--- config.mk ---
export PLATFORM = sky130hd
export DESIGN_NAME = vn_front
export DESIGN_NICKNAME = d
export VERILOG_FILES = /design/src/rtl/core/vn_pkg.sv /design/src/rtl/core/vn_front.sv
export SDC_FILE = /design/constraint.sdc
export NUM_CORES = 2
export LEC_CHECK = 0
export ABC_AREA = 1
export BUFFER_PORTS_ARGS = -buffer_cell sky130_fd_sc_hd__buf_4
export CAP_MARGIN = 25
export CORE_UTILIZATION = 30
export DETAILED_ROUTE_END_ITERATION = 6
export GPL_TIMING_DRIVEN = 0
export SLEW_MARGIN = 15
export SYNTH_ARGS = -nofsm -noshare
export SYNTH_HDL_FRONTEND = slang
export SYNTH_SLANG_ARGS = --single-unit
--- constraint.sdc ---
create_clock -name clk -period 7.2 [get_ports clk]
set_input_delay 0.72 -clock clk [delete_from_list [all_inputs] [get_ports clk]]
set_output_delay 0.72 -clock clk [all_outputs]
set_load 0.05 [all_outputs]
--- src/rtl/core/vn_pkg.sv ---
package vn_pkg;

    localparam int COMP_WIDTH     = 16;
    localparam int UNIT_FRAC_BITS = 14;
    localparam int UNIT_WIDTH     = 16;
    localparam int LEN_WIDTH      = 16;

endpackage

--- src/rtl/core/vn_front.sv ---
module vn_front #(
    parameter int W = vn_pkg::COMP_WIDTH
) (
    input  logic                clk,
    input  logic                rst_n,
    input  logic                en,
    input  logic                in_valid,
    input  logic signed [W-1:0] vec_x,
    input  logic signed [W-1:0] vec_y,
    input  logic signed [W-1:0] vec_z,
    output logic                out_valid,
    output logic [2*W-1:0]      sum,
    output logic [2:0][W-1:0]   mag,
    output logic [2:0]          neg
);

    logic [2:0][W-1:0]   mag1_reg, mag2_reg, mag3_reg;
    logic [2:0]          neg1_reg, neg2_reg, neg3_reg;
    logic [2:0][2*W-1:0] sqr_reg;
    logic [2*W-1:0]      sum_reg;
    logic                v1_reg, v2_reg, v3_reg;
    logic [2:0][W-1:0]   mag_next;
    logic [2:0]          neg_next;
    logic [2:0][W-1:0]   raw;

    assign raw = {vec_z, vec_y, vec_x};

    always_comb
    begin
        for (int i = 0; i < 3; i++)
        begin
            neg_next[i] = raw[i][W-1];
            // most negative value maps to 2^(W-1), which fits unsigned
            mag_next[i] = neg_next[i] ? (~raw[i] + W'(1)) : raw[i];
        end
    end

    always_ff @(posedge clk or negedge rst_n)
    begin
        if (!rst_n)
        begin
            v1_reg <= 1'b0;
            v2_reg <= 1'b0;
            v3_reg <= 1'b0;
        end
        else if (en)
        begin
            v1_reg <= in_valid;
            v2_reg <= v1_reg;
            v3_reg <= v2_reg;
        end
    end

    always_ff @(posedge clk)
    begin
        if (en)
        begin
            mag1_reg <= mag_next;
            neg1_reg <= neg_next;
            for (int i = 0; i < 3; i++)
                sqr_reg[i] <= (2*W)'(mag1_reg[i]) * (2*W)'(mag1_reg[i]);
            mag2_reg <= mag1_reg;
            neg2_reg <= neg1_reg;
            sum_reg  <= sqr_reg[0] + sqr_reg[1] + sqr_reg[2];
            mag3_reg <= mag2_reg;
            neg3_reg <= neg2_reg;
        end
    end

    assign out_valid = v3_reg;
    assign sum       = sum_reg;
    assign mag       = mag3_reg;
    assign neg       = neg3_reg;

endmodule

==> results.cfg <==
[outcome]
status = finished, final reports clean

[sta]
tns_ns = 0
period_minus_slack_ns = 6.64
relSlewSlack_pct = 52.1
tightestPinTransition_ns = 0.719
fmax_ghz = 0.151
post-route-period-util_pct = 92.2
hold_violations = 0
slew_viol_final = 0
setup_viol = 0
rsz0062_at_grt = no
clock_skew_ns = 0.0505

[place]
placed_cell_area_um2 = 39400
port-buffer-count = 135
place_congestion = 0.926
dpl.hpwl_um = 72900

[cts]
clock_path_buffers = 3
htreeDepth = 2
path_clk_slew_ns = 0.06
numCtsBuffers = 37
cts_tree = built
clock-sinks = 278
clockRootBuffer = clkbuf_16
post-cts-setup-buffer-count = 0
clock_latency_ns = 0.62

[min_path]
min_path_type = input pin to flop

[drt]
drt_iter0_drc = 1410
drcViolationCount = 0
vias_per_cell = 4.33
routed.top_layer = met4
met1Wirelength_um = 39200
dr_wl_met3_um = 4120
wl_met2_um = 40600
firstDrtPassIters = 7
routedWlPerCell_um = 14.2
num_vias = 26300
drt_wl_total_um = 86600
antenna_left = 0

[job]
maxCapViolCount = 0

[synthesis]
yosysUniqueCellTypes = 36
synth_top_area_share_pct = 28.7
synth_common_cells = inv_1 (1203), nand2_1 (1103), fa_1 (520)
ys_ff_latch = 278
synth_area_leaders = fa_1 (29%), edfxtp_1 (23%), inv_1 (12%)
ys_warn_count = 0
synthArstFlopShare_pct = 1.08
synth-seq-area-share_pct = 23.0
syn_inst = 4263
synth_most_common_cell = inv_1
syn_area_um2 = 36200
synth_edf_count = 275
synth_flop_cell = edfxtp_1
avgSynthCellArea_um2 = 8.50
synth_area_leader_cell = fa_1

[floorplanning]
num_rows = 127
dieArea_um2 = 122000
dieWidth_um = 350
die_height_um = 350
ios = 136
core-area_um2 = 120000
initial_core_util_pct = 30.2

[critical_path]
cpMostUsedCell = fa_1
cp.required_ns = 7.50
end_kind = flop
cp_slowest_cell = clkbuf_1
critPathMaxStageDelay_ns = 0.58
worstPathCellList = clkbuf_1 > clkbuf_1 > nand2_1 > fa_1 > fa_1 > inv_1 > fa_1 > fa_1 > fa_1 > inv_1 > fa_1 > inv_1 > ha_1 > nand2_2 > inv_1 > a21oi_1 > nand3_1 > nand2_1 > nand2_1 > nand2_1 > nand2_1
r2r_slack_ns = 0.56
startpoint_type = flop
crit_type = flop to flop
critical_path_arrival_ns = 6.94
path_max_fanout = 10

[global_route]
grt_pass1_vias = 27500
grt_use_total_pct = 14.8
antenna_found_initial = 0
grt_overflow = 0
grt_pass1_wl_um = 143000
grt_max_degree = 92

[final_layout]
drive_above_1_share_pct = 7.09
largest_reg_flops = 90
fin_nets = 5344
fill_cells = 12600
syn2layout_area_growth_pct = 12.1
diodes = 0
stdcell_area_um2 = 40600
[layout make-up]
type	instances	area [um^2]	area share [%]
Timing Repair Buffer	139	1110	2.74
Clock buffer	42	966	2.38
Tap cell	1612	2020	4.97
Inverter	1223	4590	11.3
Clock inverter	23	288	0.708
Multi-Input combinational cell	2673	23000	56.5
Sequential cell	278	8330	20.5
Buffer	91	344	0.847
[cells in the final DEF, fill, tap and decap left out, types with 4 or more instances in the layout]
| cell type | Yosys | routed |
|---|---|---|
| clkbuf_1 | 88 | 92 |
| nand3b_1 | 5 | 5 |
| a21oi_2 | 6 | 6 |
| nand2_1 | 1103 | 1103 |
| xor2_1 | 111 | 111 |
| clkbuf_16 | 0 | 38 |
| nand2_2 | 35 | 35 |
| o21bai_1 | 21 | 21 |
| nor2_1 | 175 | 175 |
| a21oi_1 | 74 | 74 |
| nor3_1 | 16 | 16 |
| a31oi_1 | 4 | 4 |
| nand3_1 | 126 | 126 |
| nor2_2 | 10 | 10 |
| buf_4 | 0 | 134 |
| edfxtp_1 | 275 | 275 |
| nand3_2 | 6 | 6 |
| clkinvlp_4 | 0 | 4 |
| nor3_2 | 25 | 25 |
| xnor2_1 | 22 | 22 |
| ha_1 | 329 | 329 |
| nand4_1 | 29 | 29 |
| bufinv_16 | 0 | 5 |
| nor2_4 | 4 | 4 |
| inv_2 | 20 | 20 |
| clkinv_1 | 0 | 6 |
| inv_1 | 1203 | 1203 |
| o21ai_1 | 5 | 5 |
| o21ai_0 | 21 | 21 |
| or2_2 | 11 | 11 |
| fa_1 | 520 | 520 |
[critical path: cells and delay by family, from the launching register on]
kind | cells | cell delay [ns]
adders and majority gates | 7 | 3.50
buffers and inverters | 6 | 1.32
and+or+nand+nor | 7 | 0.91
DFF | 1 | 0.34
AOI/OAI and AO/OA | 1 | 0.24
[path summary, 6_finish.rpt]
path                               from     endpoint  depth (start not counted)
setup / recovery            mag1_reg[3]  sqr_reg[30]                         21
hold / removal                 vec_x[0]  mag1_reg[0]                          1
setup reg to reg            mag1_reg[3]  sqr_reg[30]                         21
hold reg to reg            mag2_reg[12]      mag[12]                          0
max in group asynchronous         rst_n       v2_reg                          2
min in group asynchronous         rst_n       v1_reg                          2
[cell families (layout without fill, tap and decap cells)]
family	count (synthesis)	after routing	share of synthesized area (%)
other cells	1	3	0.0104
fa+ha+maj	849	849	40.1
buf+inv	1314	1518	13.6
xor+xnor	133	133	3.22
simple gates	1553	1553	17.9
flops	278	278	23.0
compound gates	134	134	2.10
mux	1	1	0.0311
[through the flow]
| stage | utilization [%] | cells | hold WS, ns | setup slack, ns |
|---|---|---|---|---|
| 2_1_floorplan | - | 4265 | 0.400 | 1.80 |
| 3_3_place_gp | 32.8 | 6012 | 0.402 | 0.618 |
| 3_5_place_dp | 32.8 | 6015 | 0.406 | 0.571 |
| 4_1_cts | 33.9 | 6081 | 0.255 | 0.501 |
| 5_1_grt | 33.9 | 6081 | 0.271 | 0.223 |
| 6_report | 33.9 | 6081 | 0.298 | 0.564 |
[metal layers]
layer	up-vias	GRT usage (%)
met3	132	2.00
met2	542	24.9
met5	-	0
met4	0	4.79
li1	12900	-
met1	12700	19.7
[repair_timing]
| action | in CTS | in global routing |
|---|---|---|
| gates resized for setup | 0 | 0 |
| hold buffers | 1 | 0 |
| hold endpoints to repair | 3 | 0 |
Power is not shown: default switching activity piles up to over one toggle a cycle in this logic, so the estimate is an artifact.
