==> config.mk <==
export PLATFORM = sky130hd
export DESIGN_NAME = vn_div_step
export DESIGN_NICKNAME = d
export VERILOG_FILES = /design/src/rtl/core/vn_pkg.sv /design/src/rtl/core/vn_div_step.sv
export SDC_FILE = /design/constraint.sdc
export NUM_CORES = 1
export LEC_CHECK = 0
export ABC_CLOCK_PERIOD_IN_PS = 800
export BUFFER_PORTS_ARGS = -buffer_cell sky130_fd_sc_hd__buf_2
export CORE_MARGIN = 2
export CORE_UTILIZATION = 44
export DETAILED_ROUTE_END_ITERATION = 8
export GPL_TIMING_DRIVEN = 0
export PLACE_DENSITY = 0.74
export SLEW_MARGIN = 0
export SYNTH_ARGS = -nofsm -noshare
export SYNTH_HDL_FRONTEND = slang
export SYNTH_SLANG_ARGS = --single-unit
export TNS_END_PERCENT = 1
==> constraint.sdc <==
create_clock -name clk -period 0.8 [get_ports clk]
set_clock_uncertainty 0.1 [all_clocks]
set_input_delay 0.04 -clock clk [delete_from_list [all_inputs] [get_ports clk]]
set_output_delay 0.04 -clock clk [all_outputs]
set_load 0.01 [all_outputs]
==> src/rtl/core/vn_pkg.sv <==
package vn_pkg;

    localparam int COMP_WIDTH     = 16;
    localparam int UNIT_FRAC_BITS = 14;
    localparam int UNIT_WIDTH     = 16;
    localparam int LEN_WIDTH      = 16;

endpackage

==> src/rtl/core/vn_div_step.sv <==
module vn_div_step #(
    parameter int W      = vn_pkg::COMP_WIDTH,
    parameter int F      = vn_pkg::UNIT_FRAC_BITS,
    parameter int SIDE_W = 1
) (
    input  logic              clk,
    input  logic              rst_n,
    input  logic              en,
    input  logic              in_valid,
    input  logic [W-1:0]      divisor,
    input  logic [2:0][W-1:0] rem_in,
    input  logic [2:0][F:0]   rest_in,
    input  logic [2:0][F:0]   quo_in,
    input  logic [SIDE_W-1:0] side_in,
    output logic              out_valid,
    output logic [W-1:0]      divisor_out,
    output logic [2:0][W-1:0] rem_out,
    output logic [2:0][F:0]   rest_out,
    output logic [2:0][F:0]   quo_out,
    output logic [SIDE_W-1:0] side_out
);

    logic              valid_reg;
    logic [W-1:0]      div_reg;
    logic [2:0][W-1:0] rem_reg, rem_next;
    logic [2:0][F:0]   rest_reg, quo_reg, quo_next;
    logic [SIDE_W-1:0] side_reg;
    logic [2:0][W:0]   cur;

    // restoring division, one quotient bit per lane
    always_comb
    begin
        for (int i = 0; i < 3; i++)
        begin
            cur[i] = {rem_in[i], rest_in[i][F]};
            if (cur[i] >= {1'b0, divisor})
            begin
                rem_next[i] = W'(cur[i] - {1'b0, divisor});
                quo_next[i] = {quo_in[i][F-1:0], 1'b1};
            end
            else
            begin
                rem_next[i] = cur[i][W-1:0];
                quo_next[i] = {quo_in[i][F-1:0], 1'b0};
            end
        end
    end

    always_ff @(posedge clk or negedge rst_n)
    begin
        if (!rst_n)
            valid_reg <= 1'b0;
        else if (en)
            valid_reg <= in_valid;
    end

    always_ff @(posedge clk)
    begin
        if (en)
        begin
            div_reg  <= divisor;
            rem_reg  <= rem_next;
            quo_reg  <= quo_next;
            side_reg <= side_in;
            for (int i = 0; i < 3; i++)
                rest_reg[i] <= {rest_in[i][F-1:0], 1'b0};
        end
    end

    assign out_valid   = valid_reg;
    assign divisor_out = div_reg;
    assign rem_out     = rem_reg;
    assign rest_out    = rest_reg;
    assign quo_out     = quo_reg;
    assign side_out    = side_reg;

endmodule

==> results_dict.tcl, run 1 <==
set metrics [dict create \
    clock_sinks 153 \
    syn_to_final_growth_pct 60.9 \
    synthCells 543 \
    synth-xor-area-share 0.0381 \
    coreArea_sq_um 16700 \
    synth_compound_area_frac 0.116 \
    ios 315 \
    io_buffers 308 \
    rows 47 \
    setup.worst_path.start_class "primary input" \
    synth_mux_area_frac 0.0680 \
    leakage_nw 5.21 \
    wl_met1_microns 9100 \
    drive_gt1_frac 0.498 \
    vias_per_cell 5.25 \
    critPathMaxFanout 6 \
    hold_path_class "in -> reg" \
    yosys-top-cells-area "edfxtp_1, ha_1, mux2_2" \
    finalHoldViolations 58 \
    cts_hold_buf 109 \
    remaining_drc_errors 0 \
    rsz0062_at_grt "true" \
    clk_pin_slew_ps 70 \
    ir_drop_mv 1.59 \
    slowest_delay_ps 310 \
    synth_common_cells "edfxtp_1, ha_1, mux2_2, a21oi_1, nor2_1" \
    post-route-period-util 2.53 \
    tns_ps -101240 \
    crit_type "in -> reg" \
    cts_made_buffers 17 \
    crit_required_ps 870 \
    synth_flop_cell "edfxtp_1" \
    synth_fa_ha_area_frac 0.0871 \
    gr-usage-all-layers 0.264 \
    period_minus_slack_ps 2030 \
    fillers 1093 \
    synth_seq_area_share 0.605 \
    start_util 0.454 \
    cts-root-buf "clkbuf_16" \
    path_cells "buf_8, inv_8, ha_2, o21a_1, o31a_1, o21ai_1, nand2b_1, a211oi_4, a21oi_4, buf_8, buf_6, mux2_2" \
    insertion_delay_ps 430 \
    ant_nets 0 \
    place_congestion 0.839 \
    cts_tree "yes" \
    synth-simple-area-share 0.0634 \
    power_density_nw_per_um2 2020 \
    end_kind "register" \
    grt_max_degree 94 \
    multi_input_area_sq_um 3360 \
    synth_cell_types 61 \
    outcome "complete, but fails checks" \
    yosysMostFrequentCell "edfxtp_1" \
    p_total_mw 24.7 \
    crit_top_cell "buf_8" \
    holdWs_ps -168 \
    fin_nets 1230 \
    grt_pass1_vias 6749 \
    avgSynthCellArea_sq_um 14.0 \
    setup_slack_ps -1230 \
    cap_violations 0 \
    cts_buffer_depth 2 \
    async_flop_share 0.00654 \
    grt_overflow 0 \
    cp.arrival_ps 2100 \
    crit_family "compound AO/OA/AOI/OAI gates" \
    setup_viol 205 \
    critPathBufInv 4 \
    violations "negative hold slack, negative setup slack" \
    synth.top_cell.area_share 0.602 \
    synth_edf_count 152 \
    wl_met2_microns 13100 \
    antenna_found_initial 5 \
    rrSetupSlack_ps -80 \
    dieArea_sq_um 18300 \
    cp_slowest_cell "ha_2" \
    wl_met3_microns 1700 \
    grt_pass1_wl_microns 36200 \
    post-place-cells 1074 \
    wire_per_inst_microns 19.7 \
    slew_violations 0 \
    wirelength_microns 24800 \
    synth-warning-count 0 \
    yosysTopAreaCell "edfxtp_1" \
    dr.first_iter.drc_count 332 \
    max_freq_ghz 0.493 \
    cts-htree-levels 4 \
    top_layer_used "met5" \
    vias 6599 \
    die_w_microns 135 \
    hpwl_microns 16100 \
    die_h_microns 135 \
    ys_seq_elements 153 \
    synth_area_sq_um 7580 \
    seq_area_sq_um 4590 \
    drtPass1Iterations 5 \
    fin_cells 1258 \
    synth_top_family_by_area "compound AO/OA/AOI/OAI gates" \
]
final cells by class:
cell class,count,share of cell area
Sequential cell,153,0.376
Multi-Input combinational cell,356,0.275
Timing Repair Buffer,457,0.258
Clock buffer,17,0.0349
Tap cell,220,0.0226
Clock inverter,15,0.0153
Inverter,27,0.0106
Buffer,8,0.00656
Antenna cell,5,0.00103
power by group:
group	total [mW]	internal, mW	switching, mW
Clock	8.33	4.74	3.59
Sequential	10.1	9.85	0.236
Combinational	6.28	3.19	3.10
Total	24.7	17.8	6.92
cells by family (layout without fill, tap and decap cells):
logic type | Yosys count | in the layout
compound gates | 129 | 129
xor+xnor | 33 | 33
fa+ha+maj | 51 | 51
buf+inv | 36 | 524
flops | 153 | 153
mux | 46 | 46
other cells | 1 | 8
simple gates | 94 | 94
cell usage in the layout, fill, tap and decap left out, types with 15 or more instances in the layout:
| cell type | instances |
|---|---|
| mux2_2 | 38 |
| nor2_1 | 25 |
| inv_1 | 16 |
| nand2_1 | 15 |
| a21o_1 | 15 |
| ha_1 | 23 |
| buf_4 | 30 |
| edfxtp_1 | 152 |
| clkbuf_16 | 17 |
| buf_2 | 301 |
| a21oi_1 | 24 |
| xnor2_1 | 24 |
| dlygate4sd3_1 | 109 |
worst paths after layout:
path,depth (start not counted),to,from
min,2,rem_out[47],rem_in[46]
min reg2reg,1,out_valid,out_valid
max reg2reg,1,out_valid,out_valid
max in group asynchronous,3,out_valid,rst_n
min in group asynchronous,3,out_valid,rst_n
max,12,rem_out[9],divisor[2]
sequential cells by signal, summed over array words and instances, names as in the netlist:
name and flops:
out_valid 1, divisor_out 16, rem_out 48, quo_out 45, side_out 1, rest_out 42
per-stage QoR:
| step | setup slack [ps] | util | instance area (sq um) | hold WS, ps |
|---|---|---|---|---|
| floorplan | -1430 | - | 7660 | -356 |
| global placement | -2440 | 0.568 | 9480 | -285 |
| detailed placement | -2080 | 0.570 | 9510 | -284 |
| CTS | -1240 | 0.709 | 11800 | -184 |
| global route | -1270 | 0.730 | 12200 | -176 |
| finish | -1230 | 0.731 | 12200 | -168 |
metal layers:
layer / vias to the layer above / global-route usage
li1: 3076 / -
met1: 3174 / 0.287
met2: 286 / 0.477
met3: 61 / 0.0703
met4: 2 / 0.126
met5: - / 0
timing repair:
item	CTS	global route
resized for setup	78	59
setup endpoints to repair	265	255
hold endpoints to repair	174	52
gates cloned	1	0
pin swaps	23	30
setup buffers	30	11
Note: power is estimated with default switching activity, not from simulation.
==> run 2, diff against run 1 <==
--- a/config.mk
+++ b/config.mk
@@ -5,13 +5,14 @@
 export SDC_FILE = /design/constraint.sdc
 export NUM_CORES = 1
 export LEC_CHECK = 0
+export ABC_AREA = 1
 export ABC_CLOCK_PERIOD_IN_PS = 800
-export BUFFER_PORTS_ARGS = -buffer_cell sky130_fd_sc_hd__buf_2
 export CORE_MARGIN = 2
-export CORE_UTILIZATION = 44
+export CORE_UTILIZATION = 50
 export DETAILED_ROUTE_END_ITERATION = 8
+export DONT_BUFFER_PORTS = 1
 export GPL_TIMING_DRIVEN = 0
-export PLACE_DENSITY = 0.74
+export PLACE_DENSITY = 0.65
 export SLEW_MARGIN = 0
 export SYNTH_ARGS = -nofsm -noshare
 export SYNTH_HDL_FRONTEND = slang
==> run 2 against run 1 <==
  * The flow still finishes with violations (negative hold slack, negative setup slack)
  * Via count up 11%
  * Non-clock buffer count down 272
  * First-iteration DRC count up 61%
  * Sequential power up 6%
  * Worst setup slack better by 530 ps
  * Combinational power down 25%
  * Largest power group unchanged
  * Highest routed layer is now met4
==> results_dict.tcl, run 2 <==
set metrics [dict create \
    end_kind "register" \
    cp.arrival_ps 1580 \
    dpl_cell_area_sq_um 9030 \
    largest_reg_flops 48 \
    die_w_microns 136 \
    coreArea_sq_um 17200 \
    violations "negative hold slack, negative setup slack" \
    hold_path_class "in -> reg" \
    drtPass1Iterations 5 \
    internal_power_mw 16.3 \
    place_congestion 0.918 \
    switching_share 0.309 \
    fin_nets 1378 \
    synth_common_cells "nand2_1, edfxtp_1, inv_1, nand3_1, ha_1" \
    outcome "complete, but fails checks" \
    wirelength_microns 27800 \
    vias 7312 \
    post-place-cells 1194 \
    postLayoutCoreUtil 0.706 \
    p_clk_frac 0.348 \
    crit_required_ps 880 \
    seq_area_sq_um 4590 \
    start_util 0.509 \
    cts_buffer_depth 2 \
    pre_cts_ws_ps -1370 \
    net-switching-power_mw 7.30 \
    n_antenna_cell 0 \
    insertion_delay_ps 430 \
    ys_seq_elements 153 \
    multi_input_area_sq_um 4050 \
    rr_worst_depth 1 \
    max_freq_ghz 0.669 \
    synth_edf_count 152 \
    remaining_drc_errors 0 \
    path_cells "clkinvlp_4, ha_4, nand2_2, inv_2, nand2_2, nor2_4, nand3_2, nand2_2, nor2_4, nand2_8, buf_8, nand2_1, nand2_1" \
    tns_ps -65890 \
    grt_overflow 0 \
    hpwl_microns 18400 \
    antenna_found_initial 0 \
    setup.worst_path.start_class "primary input" \
    setup_viol 205 \
    gr-usage-all-layers 0.286 \
    async_flop_share 0.00654 \
    period_minus_slack_ps 1500 \
    fin_cells 1406 \
    io_buffers 0 \
    leakage_nw 5.48 \
    wire_per_inst_microns 19.8 \
    yosys-top-cells-area "edfxtp_1, nand2_1, ha_1" \
    yosysTopAreaCell "edfxtp_1" \
    synth_cell_types 36 \
    dr.first_iter.drc_count 534 \
    synth-warning-count 0 \
    post-route-period-util 1.87 \
    synth.top_cell.area_share 0.522 \
    cts_tree "yes" \
    final_cell_mix "nand2_1, edfxtp_1, dlygate4sd3_1" \
    yosysMostFrequentCell "nand2_1" \
    holdPathStages 0 \
    synthCells 967 \
    grt_max_degree 154 \
    rsz0062_at_grt "true" \
    clock_sinks 153 \
    grt_pass1_vias 6951 \
    setup_slack_ps -695 \
    vias_per_cell 5.20 \
    ios 315 \
    clk_pin_slew_ps 70 \
    finalHoldViolations 171 \
    p_total_mw 23.6 \
    final_common_cell "nand2_1" \
    dieArea_sq_um 18600 \
    ir_drop_mv 1.79 \
    cp_slowest_cell "ha_4" \
    synth_flop_cell "edfxtp_1" \
    critPathMaxFanout 8 \
    grt_pass1_wl_microns 39000 \
    syn_to_final_growth_pct 38.7 \
    fillers 1324 \
    drive_gt1_frac 0.198 \
    power_density_nw_per_um2 1950 \
    synth_area_sq_um 8740 \
    final_design_area_no_fill_sq_um 12100 \
    die_h_microns 136 \
    crit_top_cell "nand2_2" \
    cts-root-buf "clkbuf_16" \
    cts_made_buffers 17 \
    avgSynthCellArea_sq_um 9.04 \
    cts-htree-levels 4 \
    rows 48 \
    synth_seq_area_share 0.525 \
    slowest_delay_ps 340 \
    ant_nets 0 \
    seqPwrFrac 0.452 \
    holdWs_ps -396 \
    cap_violations 0 \
    crit_type "in -> reg" \
    slew_violations 0 \
    combPwrFrac 0.199 \
]
run 2: cell count changes in the layout (fill, tap and decap cells not counted), moves of 21 or more:
cell / change
nand2_2: +45
buf_2: -301
xnor2_1: -21
dlygate4sd3_1: +36
nand3_1: +75
inv_1: +116
nand2_1: +306
mux2_2: -37
run 2: cell families after synthesis:
group | synth area share
flops | 0.525
compound gates | 0.0212
buf+inv | 0.0834
simple gates | 0.275
other cells | 0.000429
xor+xnor | 0.0180
mux | 0.00129
fa+ha+maj | 0.0755
run 2: area by class of cell:
type / instances / area share
Sequential cell: 153 / 0.378
Multi-Input combinational cell: 640 / 0.334
Timing Repair Buffer: 181 / 0.148
Inverter: 163 / 0.0545
Clock buffer: 17 / 0.0351
Tap cell: 225 / 0.0232
Clock inverter: 15 / 0.0160
Buffer: 12 / 0.0112
run 2: timing repair:
action,CTS,global route
setup endpoints to repair,205,205
hold buffers,131,14
pin swaps,35,23
setup buffers,31,4
gates resized for setup,90,36
gates cloned,0,1
hold endpoints to repair,303,175
run 2: per-layer routing:
metal,up-vias,share of wire,track usage
li1,3539,-,-
met1,3391,0.37,0.314
met2,326,0.52,0.521
met3,56,0.072,0.0764
met4,0,0.032,0.117
met5,-,0,0
run 2: critical path, delay by kind of cell:
family                   cells  cell delay (ps)
AND/OR/NAND/NOR              9              780
buffers and inverters        3              410
adder cells (fa/ha/maj)      1              340
run 2: worst paths after layout:
check | startpoint | to | slack, ps
setup / recovery | divisor[10] | rem_out[36] | -700
hold / removal | divisor[1] | divisor_out[1] | -400
min in group asynchronous | rst_n | out_valid | 250
hold reg to reg | out_valid | out_valid | 490
max in group asynchronous | rst_n | out_valid | 250
setup reg to reg | out_valid | out_valid | -100
run 2: power groups by stage:
stage | combinational [mW] | sequential (mW) | clock (mW)
floorplan | 2.55 | 10.6 | 0
global placement | 3.15 | 10.8 | 0
detailed placement | 3.21 | 10.9 | 0
CTS | 4.33 | 10.7 | 8.25
global route | 5.20 | 10.7 | 8.58
finish | 4.70 | 10.7 | 8.22
