<file path="src/rtl/core/vn_pkg.sv">
package vn_pkg;

    localparam int COMP_WIDTH     = 16;
    localparam int UNIT_FRAC_BITS = 14;
    localparam int UNIT_WIDTH     = 16;
    localparam int LEN_WIDTH      = 16;

endpackage

</file>
<file path="src/rtl/core/vn_sqrt_step.sv">
module vn_sqrt_step #(
    parameter int W      = vn_pkg::COMP_WIDTH,
    parameter int SIDE_W = 1
) (
    input  logic              clk,
    input  logic              rst_n,
    input  logic              en,
    input  logic              in_valid,
    input  logic [W+1:0]      rem_in,
    input  logic [W-1:0]      root_in,
    input  logic [2*W-1:0]    rest_in,
    input  logic [SIDE_W-1:0] side_in,
    output logic              out_valid,
    output logic [W+1:0]      rem_out,
    output logic [W-1:0]      root_out,
    output logic [2*W-1:0]    rest_out,
    output logic [SIDE_W-1:0] side_out
);

    logic              valid_reg;
    logic [W+1:0]      rem_reg, rem_next;
    logic [W-1:0]      root_reg, root_next;
    logic [2*W-1:0]    rest_reg;
    logic [SIDE_W-1:0] side_reg;
    logic [W+3:0]      cur, trial;

    // one root bit: bring down two radicand bits, try (root << 2) | 1
    always_comb
    begin
        cur   = {rem_in, rest_in[2*W-1 -: 2]};
        trial = {2'b00, root_in, 2'b01};
        if (cur >= trial)
        begin
            rem_next  = (W+2)'(cur - trial);
            root_next = {root_in[W-2:0], 1'b1};
        end
        else
        begin
            rem_next  = cur[W+1:0];
            root_next = {root_in[W-2:0], 1'b0};
        end
    end

    always_ff @(posedge clk or negedge rst_n)
    begin
        if (!rst_n)
            valid_reg <= 1'b0;
        else if (en)
            valid_reg <= in_valid;
    end

    always_ff @(posedge clk)
    begin
        if (en)
        begin
            rem_reg  <= rem_next;
            root_reg <= root_next;
            rest_reg <= {rest_in[2*W-3:0], 2'b00};
            side_reg <= side_in;
        end
    end

    assign out_valid = valid_reg;
    assign rem_out   = rem_reg;
    assign root_out  = root_reg;
    assign rest_out  = rest_reg;
    assign side_out  = side_reg;

endmodule

</file>
<file path="config.mk">
export PLATFORM = sky130hd
export DESIGN_NAME = vn_sqrt_step
export DESIGN_NICKNAME = d
export VERILOG_FILES = /design/src/rtl/core/vn_pkg.sv /design/src/rtl/core/vn_sqrt_step.sv
export SDC_FILE = /design/constraint.sdc
export NUM_CORES = 1
export LEC_CHECK = 0
export BUFFER_PORTS_ARGS = -buffer_cell sky130_fd_sc_hd__buf_2
export CAP_MARGIN = 20
export CORE_ASPECT_RATIO = 0.9
export CORE_UTILIZATION = 48
export CTS_BUF_LIST = sky130_fd_sc_hd__clkbuf_16
export DETAILED_ROUTE_END_ITERATION = 8
export GPL_TIMING_DRIVEN = 1
export PLACE_DENSITY = 0.77
export SLEW_MARGIN = 20
export SYNTH_ARGS = -nofsm -noshare
export SYNTH_HDL_FRONTEND = slang
export SYNTH_SLANG_ARGS = --single-unit
</file>
<file path="constraint.sdc">
create_clock -name clk -period 0.9 [get_ports clk]
set_input_delay 0.045 -clock clk [delete_from_list [all_inputs] [get_ports clk]]
set_output_delay 0.045 -clock clk [all_outputs]
set_load 0.05 [all_outputs]
</file>
==> implementation parameters, run 1 <==
Parameter                              Value

Outcome
  Stage where the flow stopped    global routing
  Log Error    [ERROR GRT-0232] Routing congestion too high. Check the congestion heatmap in the GUI.
  Status    did not finish

Placed design
  # placed instances    508
  Port-buffer cells    ~140
  Detailed placer's ending HPWL    5854 um
  Routability congestion estimate    0.7953

Clock tree
  Total CTS buffers    9
  Clock root buffer master    sky130_fd_sc_hd__clkbuf_16
  Maximum level of the CTS H-tree    3
  Maximum number of buffers from clock root to sink    2
  Clk sink count    66

Synthesis
  Post-synthesis average cell area    between 10 and 15 um2
  Share of flip-flops with an asynchronous set or reset after synthesis    between 1.5 and 2%
  Number of flops mapped to enable cells by yosys    between 60 and 70
  Top flip-flop cell by instance count after synthesis    sky130_fd_sc_hd__edfxtp_1
  Area share of the leading cell type in the synthesized netlist    roughly three fifths
  Library cells used by synthesis    44
  Total of warnings raised by yosys    0
  Count of state elements after synthesis    66
  Summed instance area of the synthesized netlist    0.003204 mm2
  Mapped Cells    approximately 230
  Library cell occupying the most area in the post-synthesis netlist    sky130_fd_sc_hd__edfxtp_1
  Top cells by area in the synthesized netlist    sky130_fd_sc_hd__edfxtp_1 61%, sky130_fd_sc_hd__ha_1 7.0%, sky130_fd_sc_hd__mux2_2 4.9%, sky130_fd_sc_hd__xnor2_1 2.7%, sky130_fd_sc_hd__a21oi_1 2.3%
  Sequential fraction of the synthesis area    between 60% and 70%

Floorplan
  I/O pin cnt    approximately 140
  Width of the die    slightly below 90 um
  Die H    between 70 and 80 um
  Starting density of the core    around 51%
  Number of cell rows    27

STA
  Type of the worst endpoint after the last repair    register input
  Worst endpoint left by the global-route repair_timing run    rem_out[14]$_DFFE_PP_/D

GRT
  Global-route usage over all layers    a little under nine tenths
  Remaining global-route overflow    between 200 and 250
  Pin count of the biggest net entering global routing    39
==> cell usage after synthesis (2+ instances only) <==
library cell / number
sky130_fd_sc_hd__ha_1: 18
sky130_fd_sc_hd__nand3_1: 5
sky130_fd_sc_hd__nor3_1: 6
sky130_fd_sc_hd__nand2b_1: 3
sky130_fd_sc_hd__mux2_2: 14
sky130_fd_sc_hd__buf_4: 2
sky130_fd_sc_hd__mux2i_1: 3
sky130_fd_sc_hd__a21o_1: 2
sky130_fd_sc_hd__a211oi_1: 3
sky130_fd_sc_hd__a31oi_1: 3
sky130_fd_sc_hd__edfxtp_1: 65
sky130_fd_sc_hd__o21ai_2: 2
sky130_fd_sc_hd__o21ai_0: 2
sky130_fd_sc_hd__a21oi_1: 15
sky130_fd_sc_hd__mux2_1: 2
sky130_fd_sc_hd__buf_2: 2
sky130_fd_sc_hd__nor2_1: 11
sky130_fd_sc_hd__nand2_1: 12
sky130_fd_sc_hd__inv_1: 20
sky130_fd_sc_hd__nand4_1: 2
sky130_fd_sc_hd__xor2_1: 4
sky130_fd_sc_hd__xnor2_1: 10
sky130_fd_sc_hd__o21a_1: 6
==> timing repair <==
item / in CTS
hold buffers: 48
hold endpoints to repair: 48
endpoints found under the setup margin: 85
pin swaps: 8
resized for setup: 143
buffers inserted: 5
==> logic make-up after synthesis <==
kind of cell	after synthesis	share of synthesized area, %
flip-flops	66	61.69
AND/OR/NAND/NOR	46	6.990
AO/OA/AOI/OAI	43	10.19
buffers and inverters	26	3.592
multiplexers	19	6.560
adder cells (fa/ha/maj)	18	7.029
XOR/XNOR	14	3.826
other	1	0.1170
==> layer usage <==
| layer | global-route usage [%] | GRT overflow |
|---|---|---|
| met5 | 20.66 | 0 |
| met4 | 99.68 | 89 |
| met3 | 69.80 | 4 |
| met2 | 103.0 | 121 |
| met1 | 82.09 | 3 |
==> stage by stage <==
stage | hold slack (ps) | instance area, um2 | util, % | worst slack, ps | TNS [ps]
after CTS | 12.15 | 6082 | 96.79 | -733.1 | -15350
after detailed placement | -176.6 | 4748 | 75.57 | -1155 | -20160
after global placement | -179.9 | 4748 | 75.57 | -1111 | -19540
after floorplan | -250.6 | 3543 | - | -949.9 | -16040
==> run 2: changes to the inputs <==
--- a/config.mk
+++ b/config.mk
@@ -7,12 +7,10 @@
 export LEC_CHECK = 0
 export BUFFER_PORTS_ARGS = -buffer_cell sky130_fd_sc_hd__buf_2
 export CAP_MARGIN = 20
-export CORE_ASPECT_RATIO = 0.9
-export CORE_UTILIZATION = 48
-export CTS_BUF_LIST = sky130_fd_sc_hd__clkbuf_16
+export CORE_UTILIZATION = 40
 export DETAILED_ROUTE_END_ITERATION = 8
 export GPL_TIMING_DRIVEN = 1
-export PLACE_DENSITY = 0.77
+export PLACE_DENSITY_LB_ADDON = 0.15
 export SLEW_MARGIN = 20
 export SYNTH_ARGS = -nofsm -noshare
 export SYNTH_HDL_FRONTEND = slang
==> implementation parameters, run 2 <==
Parameter                              Value

Synthesis
  Mapped Cells    233 (unchanged)
  Count of state elements after synthesis    66 (unchanged)
  Top cell types by occurrence after synthesis    65 x sky130_fd_sc_hd__edfxtp_1, 20 x sky130_fd_sc_hd__inv_1, 18 x sky130_fd_sc_hd__ha_1
  Most numerous cell in the Yosys netlist    sky130_fd_sc_hd__edfxtp_1
  Number of flops mapped to enable cells by yosys    65 (unchanged)
  Library cell occupying the most area in the post-synthesis netlist    sky130_fd_sc_hd__edfxtp_1
  Library cells used by synthesis    44 (unchanged)
  Total of warnings raised by yosys    0 (unchanged)
  Top cells by area in the synthesized netlist    sky130_fd_sc_hd__edfxtp_1 61%, sky130_fd_sc_hd__ha_1 7.0%, sky130_fd_sc_hd__mux2_2 4.9%, sky130_fd_sc_hd__xnor2_1 2.7%, sky130_fd_sc_hd__a21oi_1 2.3%
  Top flip-flop cell by instance count after synthesis    sky130_fd_sc_hd__edfxtp_1
  Area share of the leading cell type in the synthesized netlist    60.91% (unchanged)
  Share of flip-flops with an asynchronous set or reset after synthesis    1.515% (unchanged)
  Post-synthesis average cell area    13.75 um2 (unchanged)
  Sequential fraction of the synthesis area    61.69% (unchanged)
  Summed instance area of the synthesized netlist    0.003204 mm2 (unchanged)

Job
  Number of max-capacitance violations reported    0

Floorplan
  I/O pin cnt    139 (unchanged)
  Width of the die    91.51 um (+3.8%)
  Starting density of the core    41.47% (-9.5 points)
  Total die area    approximately 0.0084 mm2
  Core footprint    around 0.0077 mm2
  Die H    91.51 um (+15%)
  Number of cell rows    32 (+19%)

Detailed routing
  Detailed Routing Iterations Pass 1    5
  Detail-routed via count per cell    4.764
  Mean routed wirelength per cell    approximately 15 um
  DR iter-0 viols    between 80 and 90
  Routed WL    between 9000 and 10,000 um
  Vias post-DR    about 2,900
  Residual DRC count    0
  Antenna viol nets, final    0

Clock tree
  Clock-pin slew reported for the worst setup and hold paths after clock tree synthesis    about 80 ps
  CTS tree    done
  Latest clock arrival within the worst-skew pair    340 ps
  Clock root buffer master    sky130_fd_sc_hd__clkbuf_8
  Maximum level of the CTS H-tree    3 (unchanged)
  Clk sink count    66 (unchanged)
  Maximum number of buffers from clock root to sink    2 (unchanged)
  Total CTS buffers    9 (unchanged)

Final layout
  Inserted Diodes    0
  Number of flip-flops under the largest register name    30
  Top library cells by usage in the layout, fill and taps aside    75 x sky130_fd_sc_hd__buf_6, 65 x sky130_fd_sc_hd__edfxtp_1, 64 x sky130_fd_sc_hd__buf_2, 63 x sky130_fd_sc_hd__buf_4, 51 x sky130_fd_sc_hd__dlygate4sd3_1
  Fraction of final layout cells with drive strength greater than 1    between 50% and 60%
  Signed area change from the synthesized netlist to the final layout    91.57%
  NumNets Final    between 500 and 600
  Commonest non-fill, non-tap cell in the layout    sky130_fd_sc_hd__buf_6
  Layout Cells excl Fill    605
  Fill cell count    459

GRT
  Vias in the first global route    approximately 2,900
  Global-route usage over all layers    a little under a quarter
  Initial antenna violation count    0
  Remaining global-route overflow    0
  Pin count of the biggest net entering global routing    41
  Wire length of the first global-routing pass    between 10,000 and 15,000 um

STA
  Hold Worst Slack    10.80 ps
  Number of slew-limit violations in the final report    0
  Final worst slack    -749.5 ps
  Relative slew slack    approximately two thirds
  Number of hold violations in the final report    0
  Final setup fails    86
  Worst Skew    0 ps
  Fmax    606.2 MHz
  Final Cycle Share    183.3%
  Final period demand of the worst path    1650 ps
  Setup repair after global routing missed its margin    true
  Slew at the pin with the worst max-slew slack    roughly 500 ps

Outcome
  Failing checks    setup timing
  Status    finished, violations left

Placed design
  Detailed placer's ending HPWL    5810 um (-0.75%)
  Port-buffer cells    136 (unchanged)
  Routability congestion estimate    0.8215 (+3.3%)
  # placed instances    526 (+3.5%)

Worst hold path
  Worst hold-check path type    in -> reg
  Worst Hold Depth    2

Power and ir drop
  Maximum VDD drop    just under 0.9 mV
  Total power draw    between 10,000 and 15,000 uW
  Leakage power of the design    ~0.0027 uW
  Pwr dens    1648 mW/mm2

Setup path
  Critical Path Source Type    primary input
  Setup slack, reg-to-reg    -20 ps
  Largest fanout on the critical path    3
  Worst R2R Path Depth    2
  Required time at the endpoint of the critical path    slightly above 1000 ps
  Critical path data arrival time    approximately 1800 ps
  Critical path capture point type    register
  Worst setup path class    in -> reg
run 2: cell counts after synthesis:
No cell type changed its count.
run 2: power by group:
| part | internal (uW) | switching, uW |
|---|---|---|
| Combinational | 1820 | 2110 |
| Sequential | 3760 | 157 |
| Clock | 1010 | 1260 |
run 2: cell families (layout without fill, tap and decap cells):
group / Yosys count / in the layout / share of synthesized area, %
flip-flops: 66 / 66 / 61.69
AND/OR/NAND/NOR: 46 / 46 / 6.990
adder cells (fa/ha/maj): 18 / 18 / 7.029
other: 1 / 2 / 0.1170
multiplexers: 19 / 19 / 6.560
buffers and inverters: 26 / 295 / 3.592
AO/OA/AOI/OAI: 43 / 43 / 10.19
XOR/XNOR: 14 / 14 / 3.826
run 2: path summary, 6_finish.rpt:
| kind | start | to |
|---|---|---|
| worst min-delay path | rem_in[4] | rem_out[6] |
| min in group asynchronous | rst_n | out_valid |
| worst max register to register | out_valid | out_valid |
| worst min register to register | out_valid | out_valid |
| worst max-delay path | rem_in[6] | rem_out[17] |
| max in group asynchronous | rst_n | out_valid |
run 2: stage by stage:
step,setup TNS [ps],area [um2],util [%],setup slack (ps)
2_1_floorplan,-16040,3543,-,-949.9
6_report,-16810,6138,79.44,-749.5
4_1_cts,-17360,5937,76.83,-735.1
5_1_grt,-19980,6138,79.44,-793.9
3_3_place_gp,-19520,4777,61.82,-1126
3_5_place_dp,-20250,4777,61.82,-1154
run 2: area by class of cell:
class | instances | area (um2) | area share, %
multi-input cells | 142 | 1498 | 24.40
inverters | 20 | 105.1 | 1.712
well taps | 102 | 127.6 | 2.079
flip-flops and latches | 66 | 1978 | 32.23
clock buffers | 9 | 123.9 | 2.018
clock inverters | 7 | 52.55 | 0.8561
repair buffers | 259 | 2253 | 36.71
run 2: critical path, cell delays in order:
cell and delay, ps:
sky130_fd_sc_hd__buf_2 120, sky130_fd_sc_hd__ha_4 240, sky130_fd_sc_hd__a211o_1 290, sky130_fd_sc_hd__a211oi_4 340
sky130_fd_sc_hd__nor2_4 90, sky130_fd_sc_hd__nor4b_4 290, sky130_fd_sc_hd__nor4_2 80, sky130_fd_sc_hd__mux2_4 260
run 2: metal layers:
layer | vias to the layer above | track usage (%) | part of all wire (%)
met5 | - | 0 | 0
met4 | 0 | 7.011 | 1.7
met2 | 103 | 42.04 | 52
met1 | 1369 | 25.89 | 41
li1 | 1398 | - | -
met3 | 12 | 5.863 | 5.8
run 2: what timing repair did:
action | in CTS | in global routing
pin swaps | 9 | 20
setup buffers | 4 | 8
hold buffers | 51 | 0
endpoints found under the setup margin | 85 | 85
gates cloned | 0 | 0
resized for setup | 140 | 33
endpoints found under the hold margin | 50 | 0
Power figures use the tool's default switching activity.
==> run 3: changes to the inputs <==
--- a/config.mk
+++ b/config.mk
@@ -7,7 +7,7 @@
 export LEC_CHECK = 0
 export BUFFER_PORTS_ARGS = -buffer_cell sky130_fd_sc_hd__buf_2
 export CAP_MARGIN = 20
-export CORE_UTILIZATION = 40
+export CORE_UTILIZATION = 48
 export DETAILED_ROUTE_END_ITERATION = 8
 export GPL_TIMING_DRIVEN = 1
 export PLACE_DENSITY_LB_ADDON = 0.15
==> implementation parameters, run 3 (synthesized netlist as in run 2, its figures left out) <==
Parameter                              Value

STA
  Final Cycle Share    210.3% (+27 points)
  Fmax    528.4 MHz (-13%)
  Final setup fails    85 (-1.2%)
  Number of hold violations in the final report    0 (unchanged)
  Hold Worst Slack    14.97 ps (+4.170 ps)
  Setup repair after global routing missed its margin    true
  Worst Skew    0 ps (unchanged)
  Final period demand of the worst path    1893 ps (+243.0 ps)
  Final worst slack    -992.5 ps (-243.0 ps)
  Number of slew-limit violations in the final report    0 (unchanged)

Detailed routing
  Vias post-DR    3,495 (+21%)
  Antenna viol nets, final    0 (unchanged)
  Routed WL    15,530 um (+67%)
  DR iter-0 viols    455 (+430%)
  Mean routed wirelength per cell    27.06 um (+76%)
  Residual DRC count    0 (unchanged)
  Detailed Routing Iterations Pass 1    5 (unchanged)
  Detail-routed via count per cell    6.089 (+28%)

Setup path
  Critical path data arrival time    2000 ps (+240 ps)
  Highest cell delay on the worst timing path    340 ps (about the same)
  Worst setup path class    in -> reg
  Worst reg2reg path startpoint    out_valid
  Slowest-stage cell, CP    sky130_fd_sc_hd__o211ai_4
  Critical path capture point type    register
  Critical path origin    root_in[11]
  Cell chain of the critical path    buf_2 > inv_4 > ha_4 > a21oi_1 > o21ai_0 > buf_4 > a31oi_4 > o211ai_4 > buf_6 > mux2_2
  Required time at the endpoint of the critical path    1000 ps (about the same)
  Kind of cell adding the most delay to the critical path    compound AO/OA/AOI/OAI gates
  Critical Path Source Type    primary input
  Largest fanout on the critical path    6 (+3)
  Crit path buffers/inverters    4 (+3)

Placed design
  Port-buffer cells    136 (unchanged)
  # placed instances    494 (-6.1%)
  Detailed placer's ending HPWL    5713 um (-1.7%)
  Routability congestion estimate    0.8301 (+1.0%)

Clock tree
  Total CTS buffers    9 (unchanged)
  Latest clock arrival within the worst-skew pair    360 ps (+20 ps)
  Clock-pin slew reported for the worst setup and hold paths after clock tree synthesis    90 ps (about the same)
  Clk sink count    66 (unchanged)
  Clock root buffer master    sky130_fd_sc_hd__clkbuf_8
  CTS tree    done
  Maximum number of buffers from clock root to sink    2 (unchanged)
  Maximum level of the CTS H-tree    3 (unchanged)

Outcome
  Status    finished, violations left
  Failing checks    setup timing

GRT
  Wire length of the first global-routing pass    20,260 um (+40%)
  Remaining global-route overflow    0 (unchanged)
  Initial antenna violation count    0 (unchanged)
  Vias in the first global route    3,549 (+21%)
  Pin count of the biggest net entering global routing    46 (+12%)
  Global-route usage over all layers    39.25% (+16 points)

Final layout
  Top library cells by usage in the layout, fill and taps aside    71 x sky130_fd_sc_hd__buf_6, 65 x sky130_fd_sc_hd__buf_2, 65 x sky130_fd_sc_hd__edfxtp_1, 58 x sky130_fd_sc_hd__buf_4, 51 x sky130_fd_sc_hd__dlygate4sd3_1
  NumNets Final    580 (-1.2%)
  Layout Cells excl Fill    574 (-5.1%)
  Fraction of final layout cells with drive strength greater than 1    56.65% (-1.2 points)
  Commonest non-fill, non-tap cell in the layout    sky130_fd_sc_hd__buf_6
  Fill cell count    157 (-66%)
  Signed area change from the synthesized netlist to the final layout    88.72%
  Number of flip-flops under the largest register name    30 (unchanged)

Floorplan
  Width of the die    83.71 um (-8.5%)
  Total die area    0.007007 mm2 (-16%)
  Core footprint    0.006386 mm2 (-17%)
  Starting density of the core    50.18% (+8.7 points)
  I/O pin cnt    139 (unchanged)
  Number of cell rows    29 (-9.4%)
  Die H    83.71 um (-8.5%)

Worst hold path
  Worst hold-check path type    in -> reg
  Hold path startpoint    rem_in[15]

Power and ir drop
  Maximum VDD drop    1.760 mV (+100%)
  Leakage power of the design    0.002630 uW (-1.5%)
  Pwr dens    1837 mW/mm2 (+11%)

Job
  Number of max-capacitance violations reported    0 (unchanged)
[run 3: cell count changes in the layout (fill, tap and decap cells not counted), moves of 3 or more]
cell	previous run	this run
sky130_fd_sc_hd__nor2_4	4	1
sky130_fd_sc_hd__a21oi_2	2	5
sky130_fd_sc_hd__a21oi_1	12	9
sky130_fd_sc_hd__buf_4	63	58
sky130_fd_sc_hd__buf_6	75	71
sky130_fd_sc_hd__inv_6	4	1
[run 3: through the flow]
step | TNS (ps) | instance area (um2) | power (uW) | utilization, % | worst slack (ps)
global placement | -19510 | 4693 | 6932 | 73.49 | -1110
CTS | -16020 | 5957 | 10420 | 93.28 | -699.0
floorplan | -16040 | 3543 | 6056 | - | -949.9
finish | -23150 | 6047 | 11110 | 94.69 | -992.5
detailed placement | -20010 | 4693 | 6997 | 73.49 | -1157
global route | -24940 | 6045 | 11300 | 94.65 | -1018
[run 3: timing repair]
item,in CTS,in global routing
pin swaps,12,8
gates resized for setup,148,9
endpoints found under the hold margin,50,0
cloned,0,1
hold buffers,51,0
buffers inserted,8,3
endpoints found under the setup margin,85,85
[run 3: layout make-up]
cell class,count,area [um2],share of cell area (%)
Sequential cell,66,1978,32.71
Inverter,20,105.1,1.738
Clock buffer,10,127.6,2.110
Antenna cell,1,2.502,0.04138
Tap cell,77,96.34,1.593
Clock inverter,6,91.34,1.510
Multi-Input combinational cell,142,1445,23.90
Timing Repair Buffer,252,2201,36.40
[run 3: path summary, 6_finish.rpt]
path,to,slack [ps],depth (start not counted)
max in group asynchronous,out_valid,160,3
worst max-delay path,rem_out[3],-990,10
min in group asynchronous,out_valid,600,3
worst min-delay path,rem_out[17],10,2
worst max register to register,out_valid,90,1
worst min register to register,out_valid,570,1
[run 3: routing by layer]
metal / vias up / global-route usage [%] / wire length, um
met3: 113 / 10.68 / 1518
met1: 1651 / 45.30 / 5395
met2: 346 / 66.22 / 7389
met4: 0 / 21.42 / 1229
li1: 1385 / - / -
met5: - / 0 / 0
[run 3: power by group]
group	total (uW)	internal [uW]	switching [uW]
combinational	4200	1780	2420
clock	2940	1570	1370
sequential	3970	3770	200
total	11100	7110	3990
==> run 4: changes to the inputs <==
==> constraint.sdc (replaced) <==
create_clock -name clk -period 2.1 [get_ports clk]
set_input_delay 0.105 -clock clk [delete_from_list [all_inputs] [get_ports clk]]
set_output_delay 0.105 -clock clk [all_outputs]
set_load 0.05 [all_outputs]
==> implementation parameters, run 4 (synthesized netlist as in run 2, its figures left out) <==
Parameter                              Value

STA
  Final Cycle Share    96.35%
  Worst Skew    0 ps (unchanged)
  Setup repair after global routing missed its margin    false
  Number of hold violations in the final report    0 (unchanged)
  Hold Worst Slack    59.18 ps (+44.21 ps)
  Fmax    494.2 MHz
  Final setup fails    0 (-100%)
  Final period demand of the worst path    2023 ps
  Number of slew-limit violations in the final report    0 (unchanged)

Setup path
  Critical path data arrival time    2130 ps (+130 ps)
  Required time at the endpoint of the critical path    2210 ps (+1210 ps)
  Worst setup path class    in -> reg
  Critical path capture point type    register
  Worst R2R Path Depth    1 (unchanged)
  Largest fanout on the critical path    6 (unchanged)
  Critical Path Source Type    primary input

Clock tree
  CTS tree    done
  Latest clock arrival within the worst-skew pair    340 ps (-20 ps)
  Clock root buffer master    sky130_fd_sc_hd__clkbuf_8
  Clk sink count    66 (unchanged)
  Maximum level of the CTS H-tree    3 (unchanged)
  Maximum number of buffers from clock root to sink    2 (unchanged)
  Total CTS buffers    9 (unchanged)
  Clock-pin slew reported for the worst setup and hold paths after clock tree synthesis    80 ps (about the same)

Power and ir drop
  Maximum VDD drop    0.5264 mV (-70%)
  Total power draw    3863 uW (-65%)
  Pwr dens    782.3 mW/mm2 (-57%)
  Leakage power of the design    0.002223 uW (-15%)

Worst hold path
  Worst Hold Depth    2 (unchanged)
  Worst hold-check path type    in -> reg

Floorplan
  Die H    83.71 um (unchanged)
  Core footprint    0.006386 mm2 (unchanged)
  Starting density of the core    50.18% (unchanged)
  Number of cell rows    29 (unchanged)
  Total die area    0.007007 mm2 (unchanged)
  I/O pin cnt    139 (unchanged)
  Width of the die    83.71 um (unchanged)

GRT
  Vias in the first global route    2,661 (-25%)
  Global-route usage over all layers    23.85% (-15 points)
  Wire length of the first global-routing pass    12,860 um (-37%)
  Pin count of the biggest net entering global routing    32 (-30%)
  Initial antenna violation count    0 (unchanged)
  Remaining global-route overflow    0 (unchanged)

Detailed routing
  Residual DRC count    0 (unchanged)
  Mean routed wirelength per cell    14.79 um (-45%)
  DR iter-0 viols    103 (-77%)
  Vias post-DR    2,719 (-22%)
  Antenna viol nets, final    0 (unchanged)
  Routed WL    7986 um (-49%)
  Detailed Routing Iterations Pass 1    4 (-1)
  Detail-routed via count per cell    5.035 (-17%)

Final layout
  Inserted Diodes    0 (-1)
  Top library cells by usage in the layout, fill and taps aside    136 x sky130_fd_sc_hd__buf_2, 65 x sky130_fd_sc_hd__edfxtp_1, 48 x sky130_fd_sc_hd__dlygate4sd3_1, 31 x sky130_fd_sc_hd__buf_4, 20 x sky130_fd_sc_hd__inv_1
  NumNets Final    547 (-5.7%)
  Fraction of final layout cells with drive strength greater than 1    45.14% (-12 points)
  Multi-input gate area    0.001134 mm2 (-22%)
  Fill cell count    436 (+180%)
  Sequential cell area    0.001977 mm2 (about the same)
  Signed area change from the synthesized netlist to the final layout    54.12%
  Final Core Density    77.33% (-17 points)
  Number of flip-flops under the largest register name    30 (unchanged)
  Commonest non-fill, non-tap cell in the layout    sky130_fd_sc_hd__buf_2

Job
  Number of max-capacitance violations reported    0 (unchanged)

Placed design
  Port-buffer cells    136 (unchanged)
  Detailed placer's ending HPWL    5212 um (-8.8%)
  Routability congestion estimate    0.8366 (+0.78%)

Outcome
  Status    finished clean
-- run 4: final timing paths --
check	slack, ps	to	from
min in group asynchronous	70	out_valid	rst_n
worst max register to register	1370	out_valid	out_valid
max in group asynchronous	1950	out_valid	rst_n
worst max-delay path	80	rem_out[17]	root_in[14]
worst min register to register	510	out_valid	out_valid
worst min-delay path	60	rem_out[14]	rem_in[12]
-- run 4: repair_timing --
action	in CTS	in global routing
endpoints found under the setup margin	0	15
hold endpoints to repair	48	0
gates resized for setup	0	3
setup buffers	0	1
hold buffers	48	0
-- run 4: power breakdown --
part / switching [uW] / leakage, uW / internal (uW) / total (uW)
Combinational: 809 / 0.00149 / 452 / 1260
Clock: 524 / 0.0000822 / 435 / 958
Sequential: 34.6 / 0.000648 / 1610 / 1640
-- run 4: metrics by stage --
stage          setup WS [ps]  cell area (um2)  setup TNS (ps)  cells
5_1_grt                35.35             4938               0    540
6_report               76.58             4938               0    540
4_1_cts                21.60             4888               0    538
3_3_place_gp          -51.61             4230          -575.7    474
2_1_floorplan          21.21             3208               0    234
3_5_place_dp          -98.62             4230          -689.0    474
-- run 4: cell type report --
| cell class | instances | area share, % |
|---|---|---|
| Tap cell | 77 | 1.951 |
| Multi-Input combinational cell | 142 | 22.95 |
| Clock inverter | 7 | 1.089 |
| Clock buffer | 9 | 2.508 |
| Inverter | 20 | 1.520 |
| Timing Repair Buffer | 219 | 29.95 |
| Sequential cell | 66 | 40.03 |
-- run 4: routing by layer --
layer	GRT usage (%)	part of all wire [%]
met5	0	0
met2	40.87	50
met4	10.02	2.7
met1	28.21	41
met3	6.528	6.0
-- run 4: worst max-delay path, cell delays in order --
cell	delay, ps
sky130_fd_sc_hd__dlygate4sd3_1	520
sky130_fd_sc_hd__buf_2	100
sky130_fd_sc_hd__inv_1	50
sky130_fd_sc_hd__ha_4	300
sky130_fd_sc_hd__nand2_1	110
sky130_fd_sc_hd__nor2_1	150
sky130_fd_sc_hd__o21ai_2	90
sky130_fd_sc_hd__o211ai_4	150
sky130_fd_sc_hd__clkbuf_16	220
sky130_fd_sc_hd__mux2_2	320
